**src/sv/pslgd_pkg.sv**
```systemverilog
// shared types, constants and the gear decode function of the shift light and gear display
`default_nettype none
package pslgd_pkg;

	localparam int FRAME_BYTES = 8;
	localparam int BAR_LEDS    = 10;
	localparam int AUX_FIRST   = 3;
	localparam int AUX_BYTES   = 5;
	localparam int VIEW_BYTES  = AUX_FIRST + AUX_BYTES;
	localparam int CNT_W       = $clog2(FRAME_BYTES);
	localparam int THR_W       = $clog2(256 + (BAR_LEDS - 1) * 64);

	localparam int QDEPTH      = 2;
	localparam int QPTR_W      = $clog2(QDEPTH);
	localparam int QCNT_W      = $clog2(QDEPTH + 1);

	localparam int IDX_W       = 3;
	localparam int CFG_W       = 8;
	localparam int IN_DATA_W   = 8;
	localparam int OUT_USED_W  = BAR_LEDS + 1 + 7 + 8 + 8 * AUX_BYTES;
	localparam int OUT_DATA_W  = ((OUT_USED_W + 7) / 8) * 8;
	localparam int OUT_PAD_W   = OUT_DATA_W - OUT_USED_W;

	localparam logic [7:0] SYNC_RST    = 8'd204;
	localparam logic [7:0] LIMITER_RST = 8'd60;
	localparam logic [7:0] START_RST   = 8'd20;
	localparam logic [5:0] STEP_RST    = 6'd4;
	localparam logic [7:0] PERIOD_RST  = 8'd240;

	localparam logic [6:0] SEG_ERROR   = 7'h6E;

	typedef enum logic [IDX_W-1:0] {
		REG_SYNC_BYTE     = 3'd0,
		REG_LIMITER_LEVEL = 3'd1,
		REG_BAR_START     = 3'd2,
		REG_BAR_STEP      = 3'd3,
		REG_BLINK_PERIOD  = 3'd4
	} reg_idx_t;

	typedef struct packed {
		logic [7:0] sync_byte;
		logic [7:0] limiter_level;
		logic [7:0] bar_start;
		logic [5:0] bar_step;
		logic [7:0] blink_period;
	} cfg_t;

	typedef enum logic [1:0] {
		CMD_BYTE  = 2'd0,
		CMD_TICK  = 2'd1,
		CMD_FRAME = 2'd2
	} cmd_kind_t;

	typedef struct packed {
		cmd_kind_t                     kind;
		logic [7:0]                    rpm;
		logic [7:0]                    gear;
		logic [AUX_BYTES-1:0][7:0]     aux;
	} cmd_t;

	function automatic logic [6:0] gear_seg(input logic [7:0] code);
		logic [6:0] seg;
		case (code)
			8'd0: seg = 7'h77;
			8'd1: seg = 7'h11;
			8'd2: seg = 7'h6B;
			8'd3: seg = 7'h3B;
			8'd4: seg = 7'h1D;
			8'd5: seg = 7'h3E;
			8'd6: seg = 7'h7E;
			8'd7: seg = 7'h13;
			8'd8: seg = 7'h7F;
			8'd9: seg = 7'h3F;
			default: seg = SEG_ERROR;
		endcase
		return seg;
	endfunction

endpackage
`default_nettype wire

```
**src/sv/packet_shift_light_gear_display_core.sv**
```systemverilog
// top level of the frame-driven shift light and gear display
// Takes one request per clock while the queue has room: tuser 0 carries a received serial
// byte in tdata, tuser 1 is a blink timer tick. Every request gives exactly one result:
// it is written into a two-entry queue between frame assembly and the display logic,
// then into the result register. The queue lets each side stall on its own and tready
// drops only when it is full, so after a long result-side stall tready returns in the
// cycle after the results move again. tlast marks a result whose byte completed a frame.
`default_nettype none
module packet_shift_light_gear_display_core (
	input  wire logic                             clk,
	input  wire logic                             arst_n,
	input  wire logic                             cfg_we,
	input  wire logic [pslgd_pkg::IDX_W-1:0]      cfg_index,
	input  wire logic [pslgd_pkg::CFG_W-1:0]      cfg_wdata,
	input  wire logic                             s_axis_tvalid,
	output logic                                  s_axis_tready,
	// rx_byte
	input  wire logic [pslgd_pkg::IN_DATA_W-1:0]  s_axis_tdata,
	// op
	input  wire logic                             s_axis_tuser,
	output logic                                  m_axis_tvalid,
	input  wire logic                             m_axis_tready,
	// rpm_bar, limiter_blink, gear_segments, gear_value, aux_byte_3..aux_byte_7, zero pad
	output logic [pslgd_pkg::OUT_DATA_W-1:0]      m_axis_tdata,
	// frame_done
	output logic                                  m_axis_tlast
);
	import pslgd_pkg::*;

	cfg_t cfg;
	cmd_t cmd_in;
	cmd_t cmd_out;
	logic push;
	logic pop;
	logic full;
	logic empty;

	pslgd_regs u_regs (
		.clk       (clk),
		.arst_n    (arst_n),
		.cfg_we    (cfg_we),
		.cfg_index (cfg_index),
		.cfg_wdata (cfg_wdata),
		.cfg       (cfg)
	);

	pslgd_front u_front (
		.clk           (clk),
		.arst_n        (arst_n),
		.cfg           (cfg),
		.s_axis_tvalid (s_axis_tvalid),
		.s_axis_tready (s_axis_tready),
		.s_axis_tdata  (s_axis_tdata),
		.s_axis_tuser  (s_axis_tuser),
		.push          (push),
		.cmd           (cmd_in),
		.full          (full)
	);

	pslgd_queue u_queue (
		.clk    (clk),
		.arst_n (arst_n),
		.push   (push),
		.din    (cmd_in),
		.full   (full),
		.pop    (pop),
		.dout   (cmd_out),
		.empty  (empty)
	);

	pslgd_back u_back (
		.clk           (clk),
		.arst_n        (arst_n),
		.cfg           (cfg),
		.cmd           (cmd_out),
		.empty         (empty),
		.pop           (pop),
		.m_axis_tvalid (m_axis_tvalid),
		.m_axis_tready (m_axis_tready),
		.m_axis_tdata  (m_axis_tdata),
		.m_axis_tlast  (m_axis_tlast)
	);

endmodule
`default_nettype wire

```
**src/sv/pslgd_regs.sv**
```systemverilog
// configuration register bank
`default_nettype none
module pslgd_regs (
	input  wire logic                       clk,
	input  wire logic                       arst_n,
	input  wire logic                       cfg_we,
	input  wire logic [pslgd_pkg::IDX_W-1:0] cfg_index,
	input  wire logic [pslgd_pkg::CFG_W-1:0] cfg_wdata,
	output pslgd_pkg::cfg_t                 cfg
);
	import pslgd_pkg::*;

	cfg_t cfg_q;

	always_ff @(posedge clk or negedge arst_n) begin
		if (!arst_n) begin
			cfg_q.sync_byte     <= SYNC_RST;
			cfg_q.limiter_level <= LIMITER_RST;
			cfg_q.bar_start     <= START_RST;
			cfg_q.bar_step      <= STEP_RST;
			cfg_q.blink_period  <= PERIOD_RST;
		end else if (cfg_we) begin
			case (cfg_index)
				REG_SYNC_BYTE:     cfg_q.sync_byte     <= cfg_wdata[7:0];
				REG_LIMITER_LEVEL: cfg_q.limiter_level <= cfg_wdata[7:0];
				REG_BAR_START:     cfg_q.bar_start     <= cfg_wdata[7:0];
				REG_BAR_STEP:      cfg_q.bar_step      <= cfg_wdata[5:0];
				REG_BLINK_PERIOD:  cfg_q.blink_period  <= cfg_wdata[7:0];
				default: ;
			endcase
		end
	end

	assign cfg = cfg_q;

endmodule
`default_nettype wire

```
**src/sv/pslgd_front.sv**
```systemverilog
// front end: frame assembly and request classification
`default_nettype none
module pslgd_front (
	input  wire logic                           clk,
	input  wire logic                           arst_n,
	input  wire pslgd_pkg::cfg_t                cfg,
	input  wire logic                           s_axis_tvalid,
	output logic                                s_axis_tready,
	input  wire logic [pslgd_pkg::IN_DATA_W-1:0] s_axis_tdata,
	input  wire logic                           s_axis_tuser,
	output logic                                push,
	output pslgd_pkg::cmd_t                     cmd,
	input  wire logic                           full
);
	import pslgd_pkg::*;

	logic [7:0]       store_q [FRAME_BYTES];
	logic [CNT_W-1:0] byte_cnt_q;
	logic [7:0]       frame_w [FRAME_BYTES];
	logic [7:0]       view_w  [VIEW_BYTES];
	logic             accept;
	logic             is_sync;
	logic             is_last;

	assign s_axis_tready = !full;
	assign accept        = s_axis_tvalid && s_axis_tready;
	assign push          = accept;
	assign is_sync       = (s_axis_tdata == cfg.sync_byte);
	assign is_last       = (byte_cnt_q == CNT_W'(FRAME_BYTES - 1));

	// incoming byte takes the last frame position
	always_comb begin
		for (int i = 0; i < FRAME_BYTES; i++) begin
			frame_w[i] = (i == FRAME_BYTES - 1) ? s_axis_tdata : store_q[i];
		end
		for (int i = 0; i < VIEW_BYTES; i++) begin
			view_w[i] = (i < FRAME_BYTES) ? frame_w[i % FRAME_BYTES] : 8'd0;
		end
	end

	always_comb begin
		cmd.kind = CMD_BYTE;
		cmd.rpm  = view_w[0];
		cmd.gear = view_w[1];
		for (int j = 0; j < AUX_BYTES; j++) begin
			cmd.aux[j] = view_w[AUX_FIRST + j];
		end
		if (s_axis_tuser) begin
			cmd.kind = CMD_TICK;
		end else if (!is_sync && is_last) begin
			cmd.kind = CMD_FRAME;
		end
	end

	always_ff @(posedge clk or negedge arst_n) begin
		if (!arst_n) begin
			byte_cnt_q <= '0;
		end else if (accept && !s_axis_tuser) begin
			if (is_sync || is_last) begin
				byte_cnt_q <= '0;
			end else begin
				byte_cnt_q <= byte_cnt_q + CNT_W'(1);
			end
		end
	end

	always_ff @(posedge clk) begin
		if (accept && !s_axis_tuser && !is_sync) begin
			store_q[byte_cnt_q] <= s_axis_tdata;
		end
	end

endmodule
`default_nettype wire

```
**src/sv/pslgd_queue.sv**
```systemverilog
// short request queue between front and back end
`default_nettype none
module pslgd_queue (
	input  wire logic       clk,
	input  wire logic       arst_n,
	input  wire logic       push,
	input  wire pslgd_pkg::cmd_t din,
	output logic            full,
	input  wire logic       pop,
	output pslgd_pkg::cmd_t dout,
	output logic            empty
);
	import pslgd_pkg::*;

	cmd_t              mem_q [QDEPTH];
	logic [QPTR_W-1:0] wr_ptr_q;
	logic [QPTR_W-1:0] rd_ptr_q;
	logic [QCNT_W-1:0] count_q;

	assign full  = (count_q == QCNT_W'(QDEPTH));
	assign empty = (count_q == '0);
	assign dout  = mem_q[rd_ptr_q];

	always_ff @(posedge clk or negedge arst_n) begin
		if (!arst_n) begin
			wr_ptr_q <= '0;
			rd_ptr_q <= '0;
			count_q  <= '0;
		end else begin
			if (push) begin
				wr_ptr_q <= (wr_ptr_q == QPTR_W'(QDEPTH - 1)) ? '0 : wr_ptr_q + QPTR_W'(1);
			end
			if (pop) begin
				rd_ptr_q <= (rd_ptr_q == QPTR_W'(QDEPTH - 1)) ? '0 : rd_ptr_q + QPTR_W'(1);
			end
			if (push && !pop) begin
				count_q <= count_q + QCNT_W'(1);
			end else if (pop && !push) begin
				count_q <= count_q - QCNT_W'(1);
			end
		end
	end

	always_ff @(posedge clk) begin
		if (push) begin
			mem_q[wr_ptr_q] <= din;
		end
	end

endmodule
`default_nettype wire

```
**src/sv/pslgd_back.sv**
```systemverilog
// back end: led bar, limiter blink, gear segments and result register
`default_nettype none
module pslgd_back (
	input  wire logic                             clk,
	input  wire logic                             arst_n,
	input  wire pslgd_pkg::cfg_t                  cfg,
	input  wire pslgd_pkg::cmd_t                  cmd,
	input  wire logic                             empty,
	output logic                                  pop,
	output logic                                  m_axis_tvalid,
	input  wire logic                             m_axis_tready,
	output logic [pslgd_pkg::OUT_DATA_W-1:0]      m_axis_tdata,
	output logic                                  m_axis_tlast
);
	import pslgd_pkg::*;

	localparam logic [BAR_LEDS-1:0] ALL_LEDS = '1;

	logic                          valid_q;
	logic [BAR_LEDS-1:0]           bar_q;
	logic                          blink_q;
	logic [7:0]                    tick_q;
	logic [6:0]                    seg_q;
	logic                          done_q;
	logic [7:0]                    gear_q;
	logic [AUX_BYTES-1:0][7:0]     aux_q;

	logic [BAR_LEDS-1:0]           bar_thermo;
	logic [THR_W-1:0]              thr;
	logic [7:0]                    tick_inc;
	logic                          is_frame;
	logic                          at_limiter;

	assign pop        = !empty && (!valid_q || m_axis_tready);
	assign is_frame   = (cmd.kind == CMD_FRAME);
	assign at_limiter = (cmd.rpm >= cfg.limiter_level);
	assign tick_inc   = tick_q + 8'd1;

	// thresholds never decrease, so per-led compares form the thermometer code
	always_comb begin
		thr = '0;
		for (int k = 0; k < BAR_LEDS; k++) begin
			thr = THR_W'(cfg.bar_start) + THR_W'(k) * THR_W'(cfg.bar_step);
			bar_thermo[k] = (THR_W'(cmd.rpm) >= thr);
		end
	end

	always_ff @(posedge clk or negedge arst_n) begin
		if (!arst_n) begin
			valid_q <= 1'b0;
			bar_q   <= '0;
			blink_q <= 1'b0;
			tick_q  <= '0;
			seg_q   <= '0;
		end else begin
			if (pop) begin
				valid_q <= 1'b1;
			end else if (m_axis_tready) begin
				valid_q <= 1'b0;
			end
			if (pop) begin
				case (cmd.kind)
					CMD_FRAME: begin
						seg_q <= gear_seg(cmd.gear);
						if (at_limiter) begin
							if (!blink_q) begin
								bar_q   <= ALL_LEDS;
								tick_q  <= '0;
								blink_q <= 1'b1;
							end
						end else begin
							bar_q   <= bar_thermo;
							blink_q <= 1'b0;
						end
					end
					CMD_TICK: begin
						if (blink_q) begin
							if (tick_inc >= cfg.blink_period) begin
								bar_q  <= ~bar_q;
								tick_q <= '0;
							end else begin
								tick_q <= tick_inc;
							end
						end
					end
					default: ;
				endcase
			end
		end
	end

	always_ff @(posedge clk) begin
		if (pop) begin
			done_q <= is_frame;
			gear_q <= is_frame ? cmd.gear : 8'd0;
			aux_q  <= is_frame ? cmd.aux : '0;
		end
	end

	assign m_axis_tvalid = valid_q;
	assign m_axis_tlast  = done_q;
	assign m_axis_tdata  = {OUT_PAD_W'(0), aux_q, gear_q, seg_q, blink_q, bar_q};

`ifndef SYNTHESIS
	a_limiter_entry: assert property (@(posedge clk) disable iff (!arst_n)
		pop && is_frame && at_limiter && !blink_q |=> bar_q == ALL_LEDS && blink_q)
		else $error("limiter entry did not light the whole bar");

	a_idle_payload: assert property (@(posedge clk) disable iff (!arst_n)
		valid_q && !done_q |-> gear_q == 8'd0 && aux_q == '0)
		else $error("frame bytes shown without a completed frame");

	a_tick_ignored: assert property (@(posedge clk) disable iff (!arst_n)
		pop && cmd.kind == CMD_TICK && !blink_q |=> $stable(bar_q) && $stable(tick_q))
		else $error("tick changed the bar while not blinking");
`endif

endmodule
`default_nettype wire

```
**config.mk**
```make
export PLATFORM = sky130hd
export DESIGN_NAME = packet_shift_light_gear_display_core
export DESIGN_NICKNAME = d
export VERILOG_FILES = /design/src/sv/pslgd_pkg.sv /design/src/sv/packet_shift_light_gear_display_core.sv /design/src/sv/pslgd_regs.sv /design/src/sv/pslgd_front.sv /design/src/sv/pslgd_queue.sv /design/src/sv/pslgd_back.sv
export SDC_FILE = /design/constraint.sdc
export NUM_CORES = 1
export LEC_CHECK = 0
export BUFFER_PORTS_ARGS = -buffer_cell sky130_fd_sc_hd__buf_4
export CAP_MARGIN = 20
export CORE_ASPECT_RATIO = 1.4
export CORE_MARGIN = 4
export CORE_UTILIZATION = 50
export CTS_CLUSTER_SIZE = 14
export DETAILED_ROUTE_END_ITERATION = 8
export GPL_TIMING_DRIVEN = 1
export PLACE_DENSITY = 0.75
export SYNTH_ARGS = -nofsm -noshare
export SYNTH_HDL_FRONTEND = slang
export SYNTH_SLANG_ARGS = --single-unit
```
**constraint.sdc**
```tcl
create_clock -name clk -period 5.4 [get_ports clk]
set_input_delay 0.54 -clock clk [delete_from_list [all_inputs] [get_ports clk]]
set_output_delay 0.54 -clock clk [all_outputs]
set_load 0.01 [all_outputs]
```
==> results.toml <==
[worst_setup_path]
crit_type = "register to register"
rrSetupSlack_ps = 1120
crit_path_end_kind = "register"
crit_arrival_ps = 4720
worstPathRequired_ps = 5840
critPathLaunch = "u_regs.cfg[9]"
timing.rr.end = "u_back.bar_q[7]"
critPathMaxFanout = 18
crit_path_start_kind = "register"
critical_path.endpoint = "u_back.bar_q[7]"
r2r-start = "u_regs.cfg[9]"
ff2ff_path_depth = 14

[route]
vias_per_cell = 5.75
wl_mm = 35.0
postRouteAntennaNets = 0
num_vias = 10300
drc = 0
dr.pass1.iters = 4
detail_route.iter0.violations = 499
wire_per_inst_um = 19.5

[synth]
syn_area_per_cell_um2 = 12.4
ys_ff_latch = 285
synth_adder_area_share_pct = 17.4
synth_compound_area_share_pct = 10.8
syn_area_um2 = 15700
async_reset_ff_share_pct = 25.3
synth_mux_area_share_pct = 5.35
synth_top_area_cell = "edfxtp_1"
dominantRegCellSynth = "edfxtp_1"
synth_area_leaders = "edfxtp_1 41%, ha_1 13%, dfrtp_1 9.1%"
syn_inst = 1267
yosys.area_share.simple_pct = 7.62
synth_top_family_by_area = "adder cells"
synthDistinctLibCells = 74
yosys.area.top_type_share_pct = 40.8
synth-xor-area-share_pct = 3.41
ys_seq_area_share_pct = 52.4
yosys_warnings = 0
synth_edf_count = 213

[clock_tree]
cts_setup_buffers = 0
clock-root-buffer = "clkbuf_16"
ctsResizeCount = 0
ctsHoldBuffers = 1
clock_latency_ps = 550
clkTransAtPathRegs_ps = 70
cts.sinks = 285
clock_path_buffers = 3
numCtsBuffers = 27
tritoncts = "done"
htreeDepth = 1

[placed_design]
place_ws_ps = 1150
place.gp.congestion = 0.878
port_buffers = 93
dpl.hpwl_mm = 24.9

[sta]
finClkSkew_ps = 24.1
fin_ws_ps = 1120
hold_viol = 0
relSlewSlack_pct = 24.8
worst_pin_slew_ps = 1120
min_period_ps = 4280
finalSetupViolCount = 0
setup-tns-final_ps = 0
rsz0062_at_grt = "false"
report.final.slew_viol_count = 0
finalCritPeriodShare_pct = 79.3
max_freq_mhz = 234

[pwr]
p_leak_nw = 7.39
powerDensity_nw_per_um2 = 598
ir_drop_uv = 351

[global_routing]
antenna_found_initial = 0
grt_overflow = 0
grt_pass1_vias = 10600
grt_max_degree = 66
track_usage_pct = 20.5
grt_pass1_wl_mm = 55.6

[floorplan]
ioPinCount = 100
initial_utilization_pct = 50.8
die_h_um = 218
die_w_um = 158
rows = 76
dieArea_um2 = 34300
fp.coreArea_um2 = 30900

[worst_hold_path]
hp-class = "input pin to register"

[layout]
fin_nets = 1608
areaGrowthSynthToFinish_pct = 12.7
drive_above_1_share_pct = 14.3
nFillCells = 2448
insertedDiodeCount = 0

[run]
maxCapViolCount = 0

[status]
status = "finished clean"
[worst min path at each step]
stage	startpoint	cells after the start	endpoint
floorplan	arst_n	0	u_back.bar_q[0]
global placement	arst_n	1	u_back.seg_q[4]
detailed placement	arst_n	1	u_back.seg_q[4]
CTS	s_axis_tuser	1	u_queue.mem_q[0][56]
global route	s_axis_tuser	1	u_queue.mem_q[0][56]
finish	s_axis_tuser	1	u_queue.mem_q[0][56]
[sequential cells by signal, indices dropped and copies added, names as in the netlist]
register,cells
u_back.bar_q,10
u_back.blink_q,1
u_back.gear_q,8
u_back.m_axis_tdata,40
u_back.m_axis_tlast,1
u_back.m_axis_tvalid,1
u_back.seg_q,7
u_back.tick_q,8
u_front.byte_cnt_q,3
u_front.store_q,48
u_queue.count_q,2
u_queue.mem_q,116
u_queue.rd_ptr_q,1
u_queue.wr_ptr_q,1
u_regs.cfg,38
[cell type report]
cell class | count | area [µm²] | share of cell area, %
sequential | 285 | 8220 | 46.5
multi-input combinational | 871 | 7030 | 39.8
tap | 390 | 488 | 2.76
inverter | 91 | 342 | 1.93
clock buffer | 35 | 706 | 3.99
timing repair buffer | 108 | 813 | 4.60
clock inverter | 13 | 76.3 | 0.432
[placed cells by master, fill, tap and decap left out, types with 29 or more instances in the layout]
master / netlist / layout
o21ai_0: 78 / 78
ha_1: 168 / 168
a21oi_1: 55 / 55
nand2_1: 76 / 76
nor2_1: 93 / 92
inv_1: 89 / 89
fa_1: 31 / 31
buf_4: 7 / 107
dfrtp_1: 57 / 56
xnor2_1: 34 / 34
mux2i_1: 51 / 51
edfxtp_1: 213 / 213
nand3_1: 29 / 29
[critical path, stage by stage (launching register included)]
cell and delay, ps:
dfrtp_1 920, inv_1 240, fa_1 550, fa_1 520, inv_1 40, ha_1 240
a211oi_1 400, o21bai_1 130, a21oi_1 180, xor2_1 170, ha_1 240, nor3_1 170
nor2_1 70, a41oi_1 200, o2bb2ai_1 100
[kinds of logic (layout without fill, tap and decap cells)]
group,Yosys count,count (layout)
mux,80,80
compound gates,263,263
xor+xnor,61,61
simple gates,262,262
flops,285,285
other cells,1,6
fa+ha+maj,199,199
buf+inv,116,247
[routing by layer]
| metal | global-route usage, % | wire [µm] | share of wire, % |
|---|---|---|---|
| met5 | 0 | 0 | 0 |
| met4 | 9.67 | 1670 | 4.8 |
| met3 | 2.38 | 1530 | 4.4 |
| met2 | 36.9 | 18300 | 52 |
| met1 | 24.0 | 13400 | 38 |
[per-stage QoR]
| step | util (%) | area [µm²] | hold slack, ps | std cells | power, W |
|---|---|---|---|---|---|
| after floorplan | - | 15700 | 244 | 1272 | 0.00728 |
| after global placement | 54.6 | 16900 | 367 | 1744 | 0.00863 |
| after detailed placement | 54.6 | 16900 | 364 | 1744 | 0.00886 |
| after CTS | 57.2 | 17700 | 199 | 1793 | 0.0106 |
| after global routing | 57.2 | 17700 | 205 | 1793 | 0.0115 |
| final | 57.2 | 17700 | 220 | 1793 | 0.0106 |
[power by group]
part / total (W) / leakage (nW) / switching (W) / internal (W)
Combinational: 0.00546 / 4.16 / 0.00311 / 0.00234
Clock: 0.00171 / 0.376 / 0.000788 / 0.000924
Sequential: 0.00340 / 2.85 / 0.000379 / 0.00302
Total: 0.0106 / 7.39 / 0.00428 / 0.00628
[synth_stat cells (all sizes together), types with 13 or more instances]
cell,number
edfxtp,213
a21o,19
mux2i,52
buf,16
nand3,29
fa,31
dfrtp,57
a211oi,16
nand2,76
ha,168
nor3,13
xnor2,34
inv,91
xor2,27
nor2,93
mux2,28
a21oi,56
dfstp,15
o21ai,94
No activity file was read; power rests on OpenSTA's default activity.
